==> config.mk <==
export PLATFORM = sky130hd
export DESIGN_NAME = fev_fma
export DESIGN_NICKNAME = d
export VERILOG_FILES = /design/src/fev_pkg.sv /design/src/fev_fma.sv
export SDC_FILE = /design/constraint.sdc
export NUM_CORES = 2
export LEC_CHECK = 0
export BUFFER_PORTS_ARGS = -buffer_cell sky130_fd_sc_hd__buf_2
export CAP_MARGIN = 20
export CORE_UTILIZATION = 54
export DETAILED_ROUTE_END_ITERATION = 8
export PLACE_DENSITY = 0.76
export SYNTH_ARGS = -nofsm -noshare
export SYNTH_HDL_FRONTEND = slang
export SYNTH_SLANG_ARGS = --single-unit
==> constraint.sdc <==
create_clock -name clk_i -period 60.5 [get_ports clk_i]
set_input_delay 15.125 -clock clk_i [delete_from_list [all_inputs] [get_ports clk_i]]
set_output_delay 15.125 -clock clk_i [all_outputs]
set_load 0.01 [all_outputs]
==> src/fev_pkg.sv <==
`default_nettype none

package fev_pkg;

  localparam int unsigned DataW   = 32;
  localparam int unsigned CmdW    = 3;
  localparam int unsigned CfgIdxW = 2;

  typedef enum logic [CmdW-1:0] {
    CmdAdd      = 3'd0,
    CmdSub      = 3'd1,
    CmdMul      = 3'd2,
    CmdFma      = 3'd3,
    CmdScale    = 3'd4,
    CmdScaleAdd = 3'd5,
    CmdClamp    = 3'd6,
    CmdSanitize = 3'd7
  } cmd_e;

  typedef enum logic [CfgIdxW-1:0] {
    CfgScale    = 2'd0,
    CfgClampLo  = 2'd1,
    CfgClampHi  = 2'd2,
    CfgFallback = 2'd3
  } cfg_idx_e;

  localparam logic [DataW-1:0] QNan32  = 32'h7FC0_0000;
  localparam logic [DataW-1:0] Inf32   = 32'h7F80_0000;
  localparam logic [DataW-1:0] One32   = 32'h3F80_0000;
  localparam logic [DataW-1:0] NZero32 = 32'h8000_0000;
  localparam logic [DataW-1:0] NInf32  = 32'hFF80_0000;

  function automatic logic is_nan(input logic [DataW-1:0] u);
    return u[30:0] > Inf32[30:0];
  endfunction

  function automatic logic is_inf(input logic [DataW-1:0] u);
    return u[30:0] == Inf32[30:0];
  endfunction

  function automatic logic is_zero(input logic [DataW-1:0] u);
    return u[30:0] == 31'd0;
  endfunction

endpackage

`default_nettype wire

==> src/fev_fma.sv <==
`default_nettype none

// Eight-stage binary32 fused multiply-add, one rounding, RNE.
module fev_fma #(
  parameter int unsigned SideW = 1
) (
  input  wire logic                      clk_i,
  input  wire logic                      rst_ni,
  input  wire logic                      in_valid_i,
  output      logic                      in_ready_o,
  input  wire logic [fev_pkg::DataW-1:0] a_i,
  input  wire logic [fev_pkg::DataW-1:0] b_i,
  input  wire logic [fev_pkg::DataW-1:0] c_i,
  input  wire logic [SideW-1:0]          side_i,
  output      logic                      out_valid_o,
  input  wire logic                      out_ready_i,
  output      logic [fev_pkg::DataW-1:0] res_o,
  output      logic [SideW-1:0]          side_o
);
  import fev_pkg::*;

  localparam int unsigned NStg = 8;
  localparam int unsigned ExpW = 11;

  typedef logic signed [ExpW-1:0] exp_t;

  function automatic logic [5:0] msb64(input logic [63:0] v);
    logic [5:0] r;
    r = '0;
    for (int i = 0; i < 64; i++) begin
      if (v[i]) r = i[5:0];
    end
    return r;
  endfunction

  // handshake: a stage loads when empty or when the next one moves
  logic [NStg-1:0] v_q;
  logic [NStg-1:0] en;

  always_comb begin
    en[NStg-1] = !v_q[NStg-1] || out_ready_i;
    for (int k = NStg - 2; k >= 0; k--) begin
      en[k] = !v_q[k] || en[k+1];
    end
  end

  assign in_ready_o  = en[0];
  assign out_valid_o = v_q[NStg-1];

  always_ff @(posedge clk_i or negedge rst_ni) begin
    if (!rst_ni) begin
      v_q <= '0;
    end else begin
      if (en[0]) v_q[0] <= in_valid_i;
      for (int k = 1; k < NStg; k++) begin
        if (en[k]) v_q[k] <= v_q[k-1];
      end
    end
  end

  // sideband and special results ride along
  logic [SideW-1:0] side_q [NStg];
  logic             spv_q  [NStg];
  logic [DataW-1:0] spec_q [NStg];

  // stage 0: unpack, specials, significand product
  logic [7:0]  fa, fb, fc;
  logic [23:0] ma, mb, mc;
  exp_t        ea, eb, ec;
  logic        ps, cs, spv;
  logic [DataW-1:0] spec;

  always_comb begin
    fa = a_i[30:23];
    fb = b_i[30:23];
    fc = c_i[30:23];
    ma = {(fa != 8'd0), a_i[22:0]};
    mb = {(fb != 8'd0), b_i[22:0]};
    mc = {(fc != 8'd0), c_i[22:0]};
    ea = (fa == 8'd0) ? -exp_t'(149) : $signed({3'b0, fa}) - exp_t'(150);
    eb = (fb == 8'd0) ? -exp_t'(149) : $signed({3'b0, fb}) - exp_t'(150);
    ec = (fc == 8'd0) ? -exp_t'(149) : $signed({3'b0, fc}) - exp_t'(150);
    ps = a_i[31] ^ b_i[31];
    cs = c_i[31];
    spv  = 1'b1;
    spec = QNan32;
    if (is_nan(a_i) || is_nan(b_i) || is_nan(c_i)) begin
      spec = QNan32;
    end else if ((is_inf(a_i) && is_zero(b_i)) || (is_inf(b_i) && is_zero(a_i))) begin
      spec = QNan32;
    end else if (is_inf(a_i) || is_inf(b_i)) begin
      spec = (is_inf(c_i) && (cs != ps)) ? QNan32 : {ps, Inf32[30:0]};
    end else if (is_inf(c_i)) begin
      spec = c_i;
    end else if (is_zero(a_i) || is_zero(b_i)) begin
      if (is_zero(c_i)) spec = (ps == cs) ? c_i : '0;
      else              spec = c_i;
    end else begin
      spv = 1'b0;
    end
  end

  logic [47:0] prod_q0;
  exp_t        epr_q0, ec_q0;
  logic [23:0] mc_q0;
  logic        ps_q0, cs_q0, cz_q0;

  always_ff @(posedge clk_i) begin
    if (en[0]) begin
      prod_q0   <= ma * mb;
      epr_q0    <= ea + eb;
      ec_q0     <= ec;
      mc_q0     <= mc;
      ps_q0     <= ps;
      cs_q0     <= cs;
      cz_q0     <= is_zero(c_i);
      side_q[0] <= side_i;
      spv_q[0]  <= spv;
      spec_q[0] <= spec;
    end
    for (int k = 1; k < NStg; k++) begin
      if (en[k]) begin
        side_q[k] <= side_q[k-1];
        spv_q[k]  <= spv_q[k-1];
        spec_q[k] <= spec_q[k-1];
      end
    end
  end

  // stage 1: leading-one positions
  logic [47:0] prod_q1;
  exp_t        epr_q1, ec_q1;
  logic [23:0] mc_q1;
  logic        ps_q1, cs_q1, cz_q1;
  logic [5:0]  dp_q1, dc_q1;

  always_ff @(posedge clk_i) begin
    if (en[1]) begin
      prod_q1 <= prod_q0;
      epr_q1  <= epr_q0;
      ec_q1   <= ec_q0;
      mc_q1   <= mc_q0;
      ps_q1   <= ps_q0;
      cs_q1   <= cs_q0;
      cz_q1   <= cz_q0;
      dp_q1   <= msb64({16'b0, prod_q0});
      dc_q1   <= msb64({40'b0, mc_q0});
    end
  end

  // stage 2: normalize both to bit 61
  logic [5:0] shx, shy;
  logic [63:0] x_q2, y_q2;
  exp_t        ex_q2, ey_q2;
  logic        ps_q2, cs_q2, cz_q2;

  assign shx = 6'd61 - dp_q1;
  assign shy = 6'd61 - dc_q1;

  always_ff @(posedge clk_i) begin
    if (en[2]) begin
      x_q2  <= {16'b0, prod_q1} << shx;
      y_q2  <= {40'b0, mc_q1} << shy;
      ex_q2 <= epr_q1 - $signed({5'b0, shx});
      ey_q2 <= ec_q1 - $signed({5'b0, shy});
      ps_q2 <= ps_q1;
      cs_q2 <= cs_q1;
      cz_q2 <= cz_q1;
    end
  end

  // stage 3: order by exponent, align smaller with sticky
  logic [63:0] xs, ys, ya;
  exp_t        exs, eys, dd;
  logic        sxs, sys, sya;

  always_comb begin
    if (!cz_q2 && (ex_q2 < ey_q2)) begin
      xs = y_q2; exs = ey_q2; sxs = cs_q2;
      ys = x_q2; eys = ex_q2; sys = ps_q2;
    end else begin
      xs = x_q2; exs = ex_q2; sxs = ps_q2;
      ys = y_q2; eys = ey_q2; sys = cs_q2;
    end
    dd  = exs - eys;
    sya = sys;
    if (cz_q2) begin
      ya  = '0;
      sya = sxs;
    end else if (dd >= exp_t'(63)) begin
      ya = 64'd1;
    end else if (dd > exp_t'(0)) begin
      ya = (ys >> dd[5:0]) |
           {63'b0, |(ys & ((64'd1 << dd[5:0]) - 64'd1))};
    end else begin
      ya = ys;
    end
  end

  logic [63:0] x_q3, y_q3;
  exp_t        e_q3;
  logic        sx_q3, sy_q3;

  always_ff @(posedge clk_i) begin
    if (en[3]) begin
      x_q3  <= xs;
      y_q3  <= ya;
      e_q3  <= exs;
      sx_q3 <= sxs;
      sy_q3 <= sya;
    end
  end

  // stage 4: add or subtract magnitudes
  logic [63:0] sum;
  logic        sr;

  always_comb begin
    if (sx_q3 == sy_q3) begin
      sum = x_q3 + y_q3;
      sr  = sx_q3;
    end else if (x_q3 >= y_q3) begin
      sum = x_q3 - y_q3;
      sr  = sx_q3;
    end else begin
      sum = y_q3 - x_q3;
      sr  = sy_q3;
    end
  end

  logic [63:0] s_q4;
  exp_t        e_q4;
  logic        sr_q4;

  always_ff @(posedge clk_i) begin
    if (en[4]) begin
      s_q4  <= sum;
      e_q4  <= e_q3;
      sr_q4 <= sr;
    end
  end

  // stage 5: leading one of the sum, target exponent
  exp_t tgt;

  always_comb begin
    tgt = e_q4 + $signed({5'b0, msb64(s_q4)}) - exp_t'(23);
    if (tgt < -exp_t'(149)) tgt = -exp_t'(149);
  end

  logic [63:0] s_q5;
  exp_t        t_q5, sh_q5;
  logic        sr_q5, z_q5;

  always_ff @(posedge clk_i) begin
    if (en[5]) begin
      s_q5  <= s_q4;
      t_q5  <= tgt;
      sh_q5 <= tgt - e_q4;
      sr_q5 <= sr_q4;
      z_q5  <= (s_q4 == 64'd0);
    end
  end

  // stage 6: shift to 24 bits and round to nearest even
  logic [63:0] qf;
  logic [5:0]  shm1, nsh;
  logic        inc;
  exp_t        tb;

  always_comb begin
    shm1 = 6'(sh_q5 - exp_t'(1));
    nsh  = 6'(exp_t'(0) - sh_q5);
    inc  = 1'b0;
    if (sh_q5 > exp_t'(0)) begin
      if (sh_q5 >= exp_t'(64)) begin
        qf = '0;
      end else begin
        qf  = s_q5 >> sh_q5[5:0];
        inc = s_q5[shm1] && ((|(s_q5 & ((64'd1 << shm1) - 64'd1))) || qf[0]);
      end
    end else begin
      qf = s_q5 << nsh;
    end
    tb = t_q5 + exp_t'(149);
  end

  logic [24:0] q_q6;
  logic [7:0]  be_q6;
  logic        ovf_q6, sr_q6, z_q6;

  always_ff @(posedge clk_i) begin
    if (en[6]) begin
      q_q6   <= qf[24:0] + {24'b0, inc};
      be_q6  <= tb[7:0];
      ovf_q6 <= tb > exp_t'(254);
      sr_q6  <= sr_q5;
      z_q6   <= z_q5;
    end
  end

  // stage 7: pack
  logic [DataW-1:0] bits, res;

  always_comb begin
    bits = {1'b0, be_q6, 23'b0} + {7'b0, q_q6};
    if (spv_q[6])                            res = spec_q[6];
    else if (z_q6)                           res = '0;
    else if (ovf_q6 || (bits >= Inf32))      res = {sr_q6, Inf32[30:0]};
    else                                     res = {sr_q6, bits[30:0]};
  end

  logic [DataW-1:0] res_q7;

  always_ff @(posedge clk_i) begin
    if (en[7]) res_q7 <= res;
  end

  assign res_o  = res_q7;
  assign side_o = side_q[NStg-1];

endmodule

`default_nettype wire

Word level (Yosys, flattened, before mapping)
Memory sizes are Yosys's and may differ from the RTL's.
Index checks and enable logic that the tools add are counted.
- add/sub/neg operators: 22
- multiply operators: 1
- $lt $le $gt $ge: 13
- eq/ne operators: 6
- shift operators: 7
- muxes and demuxes: 185
- bitwise gates (word level): 4
- reductions and logical operators: 50
- operator list (cell ; count):
    $mux W6 ; 92
    $mux W32 ; 10
    $mux W64 ; 5
    $and A64 B64 Y64 ; 2
    $reduce_or A64 Y1 ; 2
    $shl A1 B6 Y64 const A ; 2
    $sub A64 B1 Y64 const B ; 2
    $sub A64 B64 Y64 ; 2
    $eq A31 B31 Y1 const B ; 3
    $gt A31 B31 Y1 const B ; 3
    $logic_not A31 Y1 ; 3
    $mux W5 ; 14
    $add A64 B64 Y64 ; 1
    $ge A64 B64 Y1 ; 1
    $logic_not A64 Y1 ; 1
    $or A64 B1 Y64 ; 1
    $shl A24 B6 Y64 ; 1
    $shl A48 B6 Y64 ; 1
    $shl A64 B6 Y25 ; 1
    $shr A64 B6 Y25 ; 1
    $shr A64 B6 Y64 ; 1
    $mux W11 ; 5
    $mux W25 ; 2
    $mul A24 B24 Y48 ; 1
    other kinds (39) ; 131
- bits in registers: 740
- RAM bits: 272
- bits of input ports: 101
- output and inout port bits: 35
- memories: 3
- memories (memory ; words ; bits a word ; rd ports ; clocked after memory_dff ; write ports ; RTL line ; RTL):
    spec_q ; 8 ; 32 ; 7 ; 0 ; 8 ; fev_fma.sv:64 ; logic [DataW-1:0] spec_q [NStg];
    side_q ; 8 ; 1 ; 8 ; 0 ; 8 ; fev_fma.sv:62 ; logic [SideW-1:0] side_q [NStg];
    spv_q ; 8 ; 1 ; 7 ; 0 ; 8 ; fev_fma.sv:63 ; logic spv_q [NStg];

Longest topological paths before layout
- depth after elaboration: 68
- gate-level depth with buffers: 44
- mapped depth without buffers: 43

Worst setup path before layout
OpenSTA, ideal clock, no wires.
- path kind: input port to output port
- start: in out_ready_i
- end: out in_ready_o
- arrival time: 27537 ps
- required time: 45375 ps
- slack: 17838 ps
- cell stages on the path: 6
- buffers on the path: 0
- cell sequence: nor2b_1 nand3_1 nor2_1 nand3_1 inv_1 nand3_1
- word-level cells in the longest chain between the ends: 8
- ends and longest elaborated chain (element ; RTL line ; RTL):
    from (decl) ; fev_fma.sv:16 ; input wire logic out_ready_i,
    $logic_or A1 B1 Y1 ; fev_fma.sv:41 ; en[NStg-1] = !v_q[NStg-1] || out_ready_i;
    $logic_or A1 B1 Y1 (2 in series) ; fev_fma.sv:43 ; en[k] = !v_q[k] || en[k+1];
    via en[5] ; fev_fma.sv:38 ; logic [NStg-1:0] en;
    $logic_or A1 B1 Y1 (3 in series) ; fev_fma.sv:43 ;
    via en[2] ; fev_fma.sv:38 ;
    $logic_or A1 B1 Y1 (2 in series) ; fev_fma.sv:43 ;
    to (decl) ; fev_fma.sv:10 ; output logic in_ready_o,
The timed path passes the listed nets, and every way through them passes these cells.

Worst setup path in the final report
Ends and elaborated chain as after synthesis.

==> metrics <==
Final min period 33.41 ns; IO Count 136; ys flop type edfxtp_1; Resized cells post-CTS 0; cell taking the most area after synthesis edfxtp_1; RSZ-0062 raised after global routing false; Fillers 13260; setup TNS 0 ns; Final Cycle Share 55.22%; CP arrival 18.28 ns; Hold Fails Final Rpt 0; gr usage total 37.68%; post-CTS setup buffers 0; synthesized area per cell 9.661 um^2; drt wl/cell 27.93 um; CP Capture Type output pin; CP peak stage delay 0.77 ns; Crit Path Max Fanout 53; largest net degree at the start of global routing 85; Core Rows 145; Die X 399.6 um; CP delay by family, top simple AND/OR/NAND/NOR gates; CTS Hold Bufs 0; Placed Area 87690 um^2; Post-synth EDFFs 966; CTS Sinks 974; number of global-route vias before repair 69440; max-slew violations 0; first-pass GRT wire length 444000 um; initial DRC count 7635; warning count from the yosys run 0; TritonRoute pass-1 iters 6; RePlAce Congestion 1.037; Slew HR 10.18%; die span in y 399.6 um; antenna-violating nets left 0; Crit path depth 8; f_max 0.02993 GHz; Std-Cell Core Area 156600 um^2; hold depth 0; CP Buf/Inv Count 3; clk_lat worst skew 0.76 ns; setup skew after layout 0.07188 ns; crit-path cells buf_2, nor2b_1, nand3_4, nor2_1, nand3_4, inv_1, nand3_4, buf_2; DP Cell Count 10650; post-DP HPWL 232000 um; final instance area 91120 um^2; top area cells in the synthesized netlist edfxtp_1 34%, fa_1 12%, ha_1 6.5%; max_cap viols 0; CTS max path bufs 3; H-tree levels 3; clk root buf clkbuf_16; # setup viols final 0; status complete, no violations; share of cells above drive strength 1 8.748%; CP dominant cell by count nand3_4; R2R depth 28; library cells used by synthesis 113; gr ovfl total 0; DRC 0; Required @ worst endpoint 45.38 ns; post-synth top area share 33.98%; synthesis-to-finish area growth 6.729%; Post-synth ARST share 0.8214%; Startpoint Class input port; initial antenna violation count 25; vias per inst 6.508; Worst Tran Pin Value 1.338 ns; WS Path Type input port to output pin; sequential element share of the synthesized area 34.21%; slowest cell on the critical path nor2_1; register bit total from synthesis 974; Initial Utilization 54.53%; Hold Path Class flop to flop; die area 159700 um^2; Port-buffer cells 135; Post-synth top cells 1205 x nand2_1, 966 x edfxtp_1, 809 x inv_1; most common cell in the netlist nand2_1; synthesized area 85380 um^2; clock tree from TritonCTS done; final wirelength 302800 um; CTS clk-pin slew, worst paths 0.06 ns; cells after synthesis 8837; cts bufs inserted 97; FF-to-FF setup slack 51.86 ns; Layout Cells excl Fill 10840; via count 70550; fin nets 9727
[worst reg2reg max path, delay by kind of cell, from the launching register on]
family	cells	cell delay, ns
AOI/OAI and AO/OA	3	1.31
adders and majority gates	4	1.60
buffers and inverters	3	1.10
DFF	1	0.36
and+or+nand+nor	15	3.48
xor gates and xnor gates	3	0.53
[path summary, 6_finish.rpt]
| check | start | endpoint |
|---|---|---|
| max | out_ready_i | in_ready_o |
| min | e_q3[1]$_DFFE_PP_ | e_q4[1]$_DFFE_PP_ |
| max reg2reg | sh_q5[0]$_DFFE_PP_ | q_q6[22]$_DFFE_PP_ |
| min reg2reg | e_q3[1]$_DFFE_PP_ | e_q4[1]$_DFFE_PP_ |
| max in group asynchronous | rst_ni | v_q[4]$_DFFE_PN0P_ |
| min in group asynchronous | rst_ni | v_q[3]$_DFFE_PN0P_ |
[kinds of logic (layout without fill, tap and decap cells)]
logic type	count (synthesis)	count (layout)	synth area share, %
AO/OA/AOI/OAI	1987	1987	14.81
XOR/XNOR	232	232	2.389
adder cells (fa/ha/maj)	935	935	18.02
buffers and inverters	1325	1249	5.998
flip-flops	974	974	34.21
multiplexers	584	584	9.619
other	1	23	0.004392
AND/OR/NAND/NOR	2799	2799	14.95
[metrics by stage]
step | setup slack [ns] | utilization [%] | hold slack, ns
6_report | 27.09 | 58.20 | 0.3842
5_1_grt | 26.81 | 58.18 | 0.3922
4_1_cts | 27.04 | 58.13 | 0.3799
3_5_place_dp | 27.10 | 56.00 | 0.4045
3_3_place_gp | 27.18 | 56.00 | 0.4004
2_1_floorplan | 17.84 | - | 0.4003
[registers in the layout, summed over array words and instances, names as in the netlist, 24 cells and up]
signal   count
mc_q1       24
q_q6        25
prod_q1     48
res_o       32
y_q2        64
x_q3        64
prod_q0     48
x_q2        64
spec_q     224
mc_q0       24
y_q3        64
s_q5        64
s_q4        64
[layer usage]
layer | track usage (%) | share of wire [%] | vias to the layer above
met5 | 0 | 0.038 | -
met4 | 25.93 | 8.2 | 18
met3 | 7.110 | 8.7 | 1031
met2 | 61.02 | 47 | 3918
met1 | 45.53 | 36 | 34570
li1 | - | - | 31020
[cell type report]
| class | count | area, um^2 | share of cell area, % |
|---|---|---|---|
| multi-input combinational | 6545 | 51290 | 56.29 |
| sequential | 974 | 29210 | 32.05 |
| tap | 2058 | 2575 | 2.826 |
| clock buffer | 120 | 2534 | 2.780 |
| antenna | 15 | 37.54 | 0.04119 |
| timing repair buffer | 253 | 1602 | 1.758 |
| clock inverter | 56 | 797.0 | 0.8747 |
| inverter | 820 | 3080 | 3.381 |
[placed cells by master, fill, tap and decap left out, types with 37 or more instances in the layout]
cell type     n
buf_4       116
fa_1        491
and2_1      236
a21o_1       85
and3_1       59
nand2b_1     68
a21oi_1     593
nand3_1      99
o211ai_1     45
a211oi_1    153
nor2b_1      60
o22ai_1      62
nand2_1    1199
nor2_1      632
xor2_1       77
nor4_1       75
mux4_2      183
inv_1       807
or3_1        37
mux2i_1     339
buf_2       135
ha_1        442
nand4_1      87
a31oi_1      81
clkbuf_16    97
mux2_2       62
o31ai_1      50
nor3_1      139
o21bai_1    106
o21ai_0     447
xnor2_1     146
edfxtp_1    966
Power is not shown: default switching activity piles up to over one toggle a cycle in this logic, so the estimate is an artifact.
